==> config.mk <==
export PLATFORM = sky130hd
export DESIGN_NAME = postfix_expression_evaluator_unit_flat
export DESIGN_NICKNAME = d
export VERILOG_FILES = /design/src/hw/rtl/pfx_eval_pkg.sv /design/src/hw/rtl/pfx_eval_in_if.sv /design/src/hw/rtl/pfx_eval_out_if.sv /design/src/hw/rtl/pfx_eval_decode.sv /design/src/hw/rtl/pfx_eval_stack_ram.sv /design/src/hw/rtl/postfix_expression_evaluator_unit.sv /design/src/flat_wrapper.sv
export VERILOG_INCLUDE_DIRS = /design/src /design/src/hw/rtl
export SDC_FILE = /design/constraint.sdc
export NUM_CORES = 2
export LEC_CHECK = 0
export BUFFER_PORTS_ARGS = -buffer_cell sky130_fd_sc_hd__buf_2
export CAP_MARGIN = 30
export CORE_AREA = 5 5 588 590
export CTS_CLUSTER_DIAMETER = 200
export DETAILED_ROUTE_END_ITERATION = 16
export DIE_AREA = 0 0 593 595
export GPL_TIMING_DRIVEN = 0
export PLACE_DENSITY = 0.52
export SLEW_MARGIN = 20
export SYNTH_ARGS = -nofsm -noshare
export SYNTH_HDL_FRONTEND = slang
export SYNTH_SLANG_ARGS = --single-unit
==> constraint.sdc <==
create_clock -name clk_i -period 9.1 [get_ports clk_i]
set_input_delay 0.91 -clock clk_i [delete_from_list [all_inputs] [get_ports clk_i]]
set_output_delay 0.91 -clock clk_i [all_outputs]
set_load 0.02 [all_outputs]
==> src/hw/rtl/postfix_expression_evaluator_unit_macros.svh <==
// Assertion macros shared by the postfix evaluator RTL.
// No dependencies; included by files that carry assertions.
`ifndef POSTFIX_EXPRESSION_EVALUATOR_UNIT_MACROS_SVH
`define POSTFIX_EXPRESSION_EVALUATOR_UNIT_MACROS_SVH

// Same-cycle implication, checked out of reset.
`define PFX_ASSERT_NOW(label, clk, rst_n, ante, cons, msg) \
  label: assert property (@(posedge clk) disable iff (!rst_n) (ante) |-> (cons)) \
    else $error(msg);

// Next-cycle implication, checked out of reset.
`define PFX_ASSERT_NEXT(label, clk, rst_n, ante, cons, msg) \
  label: assert property (@(posedge clk) disable iff (!rst_n) (ante) |=> (cons)) \
    else $error(msg);

`endif

==> src/hw/rtl/pfx_eval_pkg.sv <==
// Types and character constants of the postfix evaluator.
// No dependencies; used by the decoder and the top level.
`timescale 1ns / 1ps

package pfx_eval_pkg;

  localparam logic [7:0] CH_ZERO = 8'h30;
  localparam logic [7:0] CH_NINE = 8'h39;
  localparam logic [7:0] CH_PLUS = 8'h2B;
  localparam logic [7:0] CH_STAR = 8'h2A;

  localparam logic [31:0] TEN = 32'd10;

  typedef enum logic [1:0] {
    ST_OK    = 2'd0,
    ST_UNDER = 2'd1,
    ST_OVER  = 2'd2
  } status_e;

  typedef enum logic [1:0] {
    KIND_SEP   = 2'd0,
    KIND_DIGIT = 2'd1,
    KIND_ADD   = 2'd2,
    KIND_MUL   = 2'd3
  } kind_e;

  typedef struct packed {
    kind_e      kind;
    logic [3:0] digit;
  } dec_t;

endpackage

==> src/hw/rtl/pfx_eval_in_if.sv <==
// Input channel of the postfix evaluator: one character word per handshake.
// No dependencies.
`timescale 1ns / 1ps

interface pfx_eval_in_if;
  logic       valid;
  logic       ready;
  logic [7:0] ch;
  logic       last;

  modport source (output valid, output ch, output last, input ready);
  modport sink (input valid, input ch, input last, output ready);
endinterface

==> src/hw/rtl/pfx_eval_out_if.sv <==
// Result channel of the postfix evaluator: value and status word.
// No dependencies.
`timescale 1ns / 1ps

interface pfx_eval_out_if;
  logic               valid;
  logic               ready;
  logic signed [31:0] value;
  logic [1:0]         status;

  modport source (output valid, output value, output status, input ready);
  modport sink (input valid, input value, input status, output ready);
endinterface

==> src/hw/rtl/pfx_eval_decode.sv <==
// Character classifier: digit, add, multiply or separator.
// Depends on pfx_eval_pkg.
`timescale 1ns / 1ps

module pfx_eval_decode (
  input  logic [7:0]         ch_i,
  output pfx_eval_pkg::dec_t dec_o
);
  import pfx_eval_pkg::*;

  logic [7:0] offset;

  assign offset = ch_i - CH_ZERO;

  always_comb begin
    dec_o.digit = offset[3:0];
    if (ch_i >= CH_ZERO && ch_i <= CH_NINE) begin
      dec_o.kind = KIND_DIGIT;
    end else if (ch_i == CH_PLUS) begin
      dec_o.kind = KIND_ADD;
    end else if (ch_i == CH_STAR) begin
      dec_o.kind = KIND_MUL;
    end else begin
      dec_o.kind = KIND_SEP;
    end
  end
endmodule

==> src/hw/rtl/pfx_eval_stack_ram.sv <==
// Operand stack storage below the two cached top entries.
// One write and one registered read per cycle, with write-to-read forwarding.
`timescale 1ns / 1ps

module pfx_eval_stack_ram #(
  parameter int unsigned Depth = 62,
  parameter int unsigned AddrW = 6
) (
  input  logic             clk_i,
  input  logic             wr_en_i,
  input  logic [AddrW-1:0] wr_addr_i,
  input  logic [31:0]      wr_data_i,
  input  logic [AddrW-1:0] rd_addr_i,
  output logic [31:0]      rd_data_o
);
  logic [31:0] mem [Depth];
  logic [31:0] rd_q;

  always_ff @(posedge clk_i) begin
    if (wr_en_i) begin
      mem[wr_addr_i] <= wr_data_i;
    end
  end

  // A word written to the address being read is forwarded into the registered read data.
  always_ff @(posedge clk_i) begin
    if (wr_en_i && wr_addr_i == rd_addr_i) begin
      rd_q <= wr_data_i;
    end else begin
      rd_q <= mem[rd_addr_i];
    end
  end

  assign rd_data_o = rd_q;
endmodule

==> src/hw/rtl/postfix_expression_evaluator_unit.sv <==
// Postfix expression evaluator: one character word per cycle, back to back.
// A result word is registered as its last character leaves the input register.
// Throughput: one character per cycle, set by the registered update of the two
// cached top entries and the one-write/one-read stack RAM; a waiting result holds
// back only the last character of the next expression.
// Reset clears the input, state and result control; the stack RAM needs no clearing.
`timescale 1ns / 1ps
`include "postfix_expression_evaluator_unit_macros.svh"

module postfix_expression_evaluator_unit #(
  parameter int unsigned STACK_DEPTH = 64
) (
  input  logic           clk_i,
  input  logic           rst_ni,
  pfx_eval_in_if.sink    in_i,
  pfx_eval_out_if.source out_o
);
  import pfx_eval_pkg::*;

  localparam int unsigned CntW     = $clog2(STACK_DEPTH + 1);
  localparam int unsigned MemDepth = (STACK_DEPTH > 2) ? STACK_DEPTH - 2 : 1;
  localparam int unsigned AddrW    = (MemDepth > 1) ? $clog2(MemDepth) : 1;

  localparam logic [CntW-1:0] CntFull  = CntW'(STACK_DEPTH);
  localparam logic [CntW-1:0] CntZero  = CntW'(0);
  localparam logic [CntW-1:0] CntOne   = CntW'(1);
  localparam logic [CntW-1:0] CntTwo   = CntW'(2);
  localparam logic [CntW-1:0] CntThree = CntW'(3);

  // Input register.
  logic       in_valid_q;
  logic [7:0] ch_q;
  logic       last_q;

  // Stack state; the top two entries live in registers.
  logic [CntW-1:0] cnt_q, cnt_d;
  logic            in_num_q, in_num_d;
  status_e         err_q, err_d;
  logic [31:0]     top_q, top_d;
  logic [31:0]     nxt_q, nxt_d;

  // Result register.
  logic        res_valid_q;
  logic [31:0] res_value_q, res_value_d;
  status_e     res_status_q, res_status_d;

  logic            advance;
  logic            proc;
  dec_t            dec;
  logic [31:0]     sum;
  logic [31:0]     prod;
  logic [31:0]     acc;
  logic [31:0]     digit_ext;
  logic            wr_en;
  logic [CntW-1:0] wr_full;
  logic [CntW-1:0] rd_full;
  logic [31:0]     third;

  // Only a character that ends an expression needs the result register to be free.
  assign advance    = !res_valid_q || out_o.ready;
  assign proc       = in_valid_q && (advance || !last_q);
  assign in_i.ready = !in_valid_q || proc;

  pfx_eval_decode u_decode (
    .ch_i  (ch_q),
    .dec_o (dec)
  );

  assign digit_ext = {28'd0, dec.digit};
  assign sum       = top_q + nxt_q;
  assign prod      = top_q * nxt_q;
  assign acc       = top_q * TEN + digit_ext;

  assign wr_full = cnt_q - CntTwo;
  assign rd_full = cnt_d - CntThree;

  pfx_eval_stack_ram #(
    .Depth (MemDepth),
    .AddrW (AddrW)
  ) u_stack_ram (
    .clk_i     (clk_i),
    .wr_en_i   (wr_en),
    .wr_addr_i (wr_full[AddrW-1:0]),
    .wr_data_i (nxt_q),
    .rd_addr_i (rd_full[AddrW-1:0]),
    .rd_data_o (third)
  );

  always_comb begin
    cnt_d        = cnt_q;
    in_num_d     = in_num_q;
    err_d        = err_q;
    top_d        = top_q;
    nxt_d        = nxt_q;
    wr_en        = 1'b0;
    res_value_d  = 32'd0;
    res_status_d = ST_OK;
    if (proc) begin
      case (dec.kind)
        KIND_DIGIT: begin
          if (in_num_q && cnt_q != CntZero) begin
            top_d = acc;
          end else begin
            in_num_d = 1'b0;
            if (cnt_q >= CntFull) begin
              if (err_q == ST_OK) begin
                err_d = ST_OVER;
              end
            end else begin
              // The second entry spills into the RAM when a third one lands.
              top_d    = digit_ext;
              nxt_d    = top_q;
              cnt_d    = cnt_q + CntOne;
              in_num_d = 1'b1;
              wr_en    = (cnt_q >= CntTwo);
            end
          end
        end
        KIND_ADD, KIND_MUL: begin
          in_num_d = 1'b0;
          if (cnt_q < CntTwo) begin
            if (err_q == ST_OK) begin
              err_d = ST_UNDER;
            end
          end else begin
            top_d = (dec.kind == KIND_ADD) ? sum : prod;
            nxt_d = third;
            cnt_d = cnt_q - CntOne;
          end
        end
        default: begin
          in_num_d = 1'b0;
        end
      endcase
      if (last_q) begin
        if (cnt_d != CntZero) begin
          res_value_d  = top_d;
          res_status_d = err_d;
        end else begin
          res_status_d = (err_d == ST_OK) ? ST_UNDER : err_d;
        end
        cnt_d    = CntZero;
        in_num_d = 1'b0;
        err_d    = ST_OK;
      end
    end
  end

  always_ff @(posedge clk_i or negedge rst_ni) begin
    if (!rst_ni) begin
      in_valid_q <= 1'b0;
    end else if (in_i.ready) begin
      in_valid_q <= in_i.valid;
    end
  end

  always_ff @(posedge clk_i) begin
    if (in_i.valid && in_i.ready) begin
      ch_q   <= in_i.ch;
      last_q <= in_i.last;
    end
  end

  always_ff @(posedge clk_i or negedge rst_ni) begin
    if (!rst_ni) begin
      cnt_q    <= CntZero;
      in_num_q <= 1'b0;
      err_q    <= ST_OK;
    end else begin
      cnt_q    <= cnt_d;
      in_num_q <= in_num_d;
      err_q    <= err_d;
    end
  end

  always_ff @(posedge clk_i) begin
    top_q <= top_d;
    nxt_q <= nxt_d;
  end

  always_ff @(posedge clk_i or negedge rst_ni) begin
    if (!rst_ni) begin
      res_valid_q <= 1'b0;
    end else if (advance) begin
      res_valid_q <= proc && last_q;
    end
  end

  always_ff @(posedge clk_i) begin
    if (proc && last_q) begin
      res_value_q  <= res_value_d;
      res_status_q <= res_status_d;
    end
  end

  assign out_o.valid  = res_valid_q;
  assign out_o.value  = $signed(res_value_q);
  assign out_o.status = res_status_q;

  `PFX_ASSERT_NEXT(a_clear_after_last, clk_i, rst_ni, proc && last_q,
                   cnt_q == CntZero && !in_num_q && err_q == ST_OK,
                   "stack state not cleared after the end of an expression")
  `PFX_ASSERT_NEXT(a_error_sticky, clk_i, rst_ni, proc && !last_q && err_q != ST_OK,
                   err_q == $past(err_q), "recorded error changed within an expression")
  `PFX_ASSERT_NEXT(a_op_pops_one, clk_i, rst_ni,
                   proc && !last_q && cnt_q >= CntTwo &&
                   (dec.kind == KIND_ADD || dec.kind == KIND_MUL),
                   cnt_q == $past(cnt_q) - CntOne, "operator did not pop exactly one entry")
  `PFX_ASSERT_NOW(a_count_bound, clk_i, rst_ni, in_valid_q || res_valid_q || !in_valid_q,
                  cnt_q <= CntFull, "stack count above the stack depth")

endmodule
==> src/flat_wrapper.sv <==
// flat-port wrapper written by rule: the top's interface ports become plain ports
module postfix_expression_evaluator_unit_flat import pfx_eval_pkg::*;
#(
  parameter int unsigned STACK_DEPTH = 64
)
  (clk_i, rst_ni, in_i_valid, in_i_ch, in_i_last, in_i_ready, out_o_valid, out_o_value, out_o_status, out_o_ready);
  pfx_eval_in_if in_i_i ();
  pfx_eval_out_if out_o_i ();
  input  logic clk_i;
  input  logic rst_ni;
  input wire logic [$bits(in_i_i.valid)-1:0] in_i_valid;
  input wire logic [$bits(in_i_i.ch)-1:0] in_i_ch;
  input wire logic [$bits(in_i_i.last)-1:0] in_i_last;
  output wire logic [$bits(in_i_i.ready)-1:0] in_i_ready;
  output wire logic [$bits(out_o_i.valid)-1:0] out_o_valid;
  output wire logic [$bits(out_o_i.value)-1:0] out_o_value;
  output wire logic [$bits(out_o_i.status)-1:0] out_o_status;
  input wire logic [$bits(out_o_i.ready)-1:0] out_o_ready;
  assign in_i_i.valid = in_i_valid;
  assign in_i_i.ch = in_i_ch;
  assign in_i_i.last = in_i_last;
  assign in_i_ready = in_i_i.ready;
  assign out_o_valid = out_o_i.valid;
  assign out_o_value = out_o_i.value;
  assign out_o_status = out_o_i.status;
  assign out_o_i.ready = out_o_ready;
  postfix_expression_evaluator_unit #(.STACK_DEPTH(STACK_DEPTH)) u_core (.clk_i(clk_i), .rst_ni(rst_ni), .in_i(in_i_i), .out_o(out_o_i));
endmodule
==> run_results.csv <==
group,metric,value,unit
outcome,status,"completed",
cells_and_area,num-fill-cells,31746,
worst_hold_path,min_path_type,"in2reg",
cells_and_area,layout.nets,7046,
floorplan,io_pins,49,
route,via_per_inst,5.10,
floorplan,rows,214,
pwr,pwr-share-clk,0.228,
flow_run,cap_violations,0,
global_route,grt_usage,0.177,
setup_path,crit_path_max_incr_delay,0.60,ns
cells_and_area,multi_input_area,35900,sq um
clock_tree,clk_latency,0.91,ns
sta,max_clock_freq,0.111,GHz
global_route,grt_overflow,0,
sta,period_share,0.993,
sta,skew,0.104,ns
sta,slew-limit-headroom,0.299,
route,drc,0,
yosys,async_reset_ff_frac,0.00569,
yosys,yosys.cell_types.count,96,
pwr,switchingPower,15.8,mW
floorplan,die_w,593,um
global_route,first_global_vias,58187,
setup_path,cpMostUsedCell,"fa_1",
pwr,switching_share,0.397,
setup_path,path_cells,"clkbuf_1 -> clkbuf_1 -> nand2_1 -> fa_1 -> fa_1 -> fa_1 -> fa_1 -> fa_1 -> inv_1 -> fa_1 -> fa_1 -> fa_1 -> ha_1 -> and3_1 -> nand2_1 -> nor2_1 -> o211ai_1 -> nand2_1 -> a21o_1 -> a21oi_1 -> xnor2_1 -> a222oi_1 -> buf_4 -> a21oi_1",
floorplan,start_util,0.299,
yosys,netlist_instances,5803,
placement,io_buffers,48,
cells_and_area,drive_above_1_share,0.235,
clock_tree,clock_sink_count,2109,
cells_and_area,final_cells,11135,
pwr,finalPower,39.8,mW
setup_path,cp.required,9.79,ns
pwr,power-per-cell-area,329,nW/um^2
pwr,combinationalPowerShare,0.503,
sta,drv_slew,0,
setup_path,critical-path-top-delay-family,"adder cells",
pwr,power.internal,24.0,mW
route,routedWlPerCell,28.5,um
global_route,grt_antenna_before_repair,18,
route,vias,56805,
yosys,synth_flop_cell,"edfxtp_1",
route,drtIter0Drc,6214,
setup_path,startpoint_type,"flop",
sta,setup_viol,0,
sta,hold_viol,0,
yosys,syn-num-nets,6443,
yosys,synth-edff-count,2091,
clock_tree,cts.clk_slew.worst_paths,0.06,ns
yosys,yosysSeqAreaShare,0.624,
route,drt_first_pass_iters,8,
route,ant_nets,0,
setup_path,critPathKind,"reg2reg",
sta,worstMarginPinSlew,1.05,ns
clock_tree,htree_num_levels,4,
placement,pre_cts_slack,-0.549,ns
pwr,irDropWorstVdd,988,uV
sta,final.min_clock_period,9.04,ns
pwr,p_leak,41.7,nW
setup_path,cp-end-kind,"flop",
global_route,grt_max_degree,34,
floorplan,core_area,339000,sq um
floorplan,die_y,595,um
clock_tree,root_buffer,"clkbuf_16",
yosys,ys_ff_latch,2109,
pwr,seqPwrFrac,0.269,
clock_tree,cts_tree,"done",
floorplan,die-area,353000,sq um
sta,setup_slack,0.0595,ns
setup_path,path_max_fanout,10,
placement,dp_cells,10671,
placement,place_congestion,0.919,
yosys,synth_area,101000,sq um
setup_path,crit_buf_inv,4,
cells_and_area,area_growth,19.4,%
setup_path,cp_slowest_cell,"clkbuf_1",
clock_tree,clockBufferDepth,4,
yosys,ys_warn_count,0,
clock_tree,cts_buffers,229,
yosys,synth_area_per_cell,17.5,sq um
cells_and_area,register_area,63200,sq um
global_route,grt_pass1_wl,445,mm
setup_path,cp.arrival,9.73,ns
route,drt-total-wl,317,mm
placement,hpwl,238,mm
through the flow:
step	setup TNS (ns)	hold WS, ns	area (sq um)	util
after detailed placement	-3.58	0.545	113000	0.334
after floorplan	0	0.490	101000	-
after CTS	0	0.111	121000	0.356
after global routing	-0.00315	0.145	121000	0.356
after global placement	-44.08	0.514	107000	0.316
final	0	0.184	121000	0.357
kinds of logic (layout without fill, tap and decap cells):
| family | after synthesis | count (layout) | share of synthesized area |
|---|---|---|---|
| AOI/OAI and AO/OA | 460 | 460 | 0.0296 |
| DFF | 2109 | 2109 | 0.624 |
| and+or+nand+nor | 1030 | 1030 | 0.0514 |
| adders and majority gates | 627 | 627 | 0.108 |
| buffers and inverters | 706 | 1496 | 0.0268 |
| muxes | 710 | 710 | 0.146 |
| other | 0 | 6 | 0 |
| xor gates and xnor gates | 161 | 161 | 0.0141 |
area by class of cell:
class | count | share of cell area
Multi-Input combinational cell | 2988 | 0.297
Timing Repair Buffer | 376 | 0.0507
Antenna cell | 6 | 0.000124
Clock buffer | 279 | 0.0496
Clock inverter | 139 | 0.0102
Sequential cell | 2109 | 0.523
Inverter | 412 | 0.0128
Tap cell | 4536 | 0.0469
Buffer | 290 | 0.0104
registers in the layout (all words and copies together) (netlist names), named ones only:
name	flops
u_core.err_q	2
u_core.last_q	1
u_core.cnt_q	7
u_core.top_q	32
u_core.u_stack_ram.mem	1984
u_core.in_valid_q	1
u_core.out_o.status	2
u_core.nxt_q	32
u_core.out_o.value	32
u_core.out_o.valid	1
u_core.ch_q	8
u_core.in_num_q	1
power groups by stage:
stage	clock [mW]	sequential (mW)	combinational [mW]
4_1_cts	9.25	10.7	19.8
2_1_floorplan	0	10.9	12.8
3_3_place_gp	0	10.9	19.4
6_report	9.07	10.7	20.0
5_1_grt	9.64	10.7	21.5
3_5_place_dp	0	10.9	19.6
what timing repair did:
item	4_1_cts	5_1_grt
gates resized for setup	14	44
pin swaps	0	1
setup endpoints to repair	15	8
buffers inserted	12	15
hold buffers	1	0
hold endpoints to repair	12	0
Yosys cell counts (5+ instances only):
cell type,n,share of area
edfxtp_1,2091,0.62
mux4_2,610,0.14
inv_1,412,0.015
fa_1,411,0.081
nand2_1,358,0.013
and2_1,309,0.019
clkbuf_1,230,0.0085
ha_1,216,0.027
nor2_1,147,0.0054
a21oi_1,125,0.0062
xnor2_1,108,0.0093
o21ai_0,106,0.0052
mux2_2,62,0.0069
buf_1,55,0.0020
xor2_1,52,0.0045
mux2i_1,38,0.0038
nand3_1,37,0.0018
a21o_1,35,0.0026
nor3_1,31,0.0015
and3_1,25,0.0015
o211ai_1,25,0.0019
a31oi_1,21,0.0013
nor2b_1,20,0.0012
o21a_1,19,0.0014
or3_1,16,0.00099
a211oi_1,14,0.0010
a221o_1,12,0.0012
dfrtp_1,12,0.0030
nand2b_1,12,0.00074
o21bai_1,12,0.00089
a22oi_1,11,0.00082
nor4_1,11,0.00068
nand4_1,10,0.00062
a22o_1,8,0.00069
nor3b_1,8,0.00059
or2_2,7,0.00043
dfxtp_1,6,0.0012
nand3b_1,6,0.00044
o22ai_1,6,0.00037
nand4b_1,5,0.00043
o221ai_1,5,0.00043
or4_1,5,0.00037
layout by cell type (no fill, tap or decap), types with 57 or more instances in the layout:
cell       netlist  final
and2_1         309    309
nand2_1        358    358
buf_16           0     89
mux2_2          62     62
buf_8            0    111
clkinv_1         0     57
o21ai_0        106    105
nor2_1         147     84
edfxtp_1      2091   2091
ha_1           216    216
mux4_2         610    610
inv_1          412    411
clkbuf_1       230    214
fa_1           411    411
a21oi_1        125    123
nor2_4           1     64
clkbuf_16        0    233
buf_2            3     72
xnor2_1        108    108
final timing paths:
path                                     endpoint  cells past startpoint  slack, ns             start
min in group asynchronous      u_core.out_o.valid                      2       0.44            rst_ni
min                                u_core.ch_q[0]                      1       0.18        in_i_ch[0]
min reg2reg                       u_core.err_q[0]                      2       0.55   u_core.err_q[0]
max in group asynchronous         u_core.cnt_q[6]                      2       8.38            rst_ni
max reg2reg                u_core.out_o.value[27]                     24       0.06  u_core.top_q[15]
max                        u_core.out_o.value[27]                     24       0.06  u_core.top_q[15]
routing by layer:
metal  share of wire  vias to the layer above  global-route usage
li1                -                    23462                   -
met1            0.42                    30607               0.244
met2            0.47                     2268               0.281
met3           0.080                      464              0.0395
met4           0.030                        4              0.0484
met5         0.00067                        -             0.00406
Power figures use the tool's default switching activity.
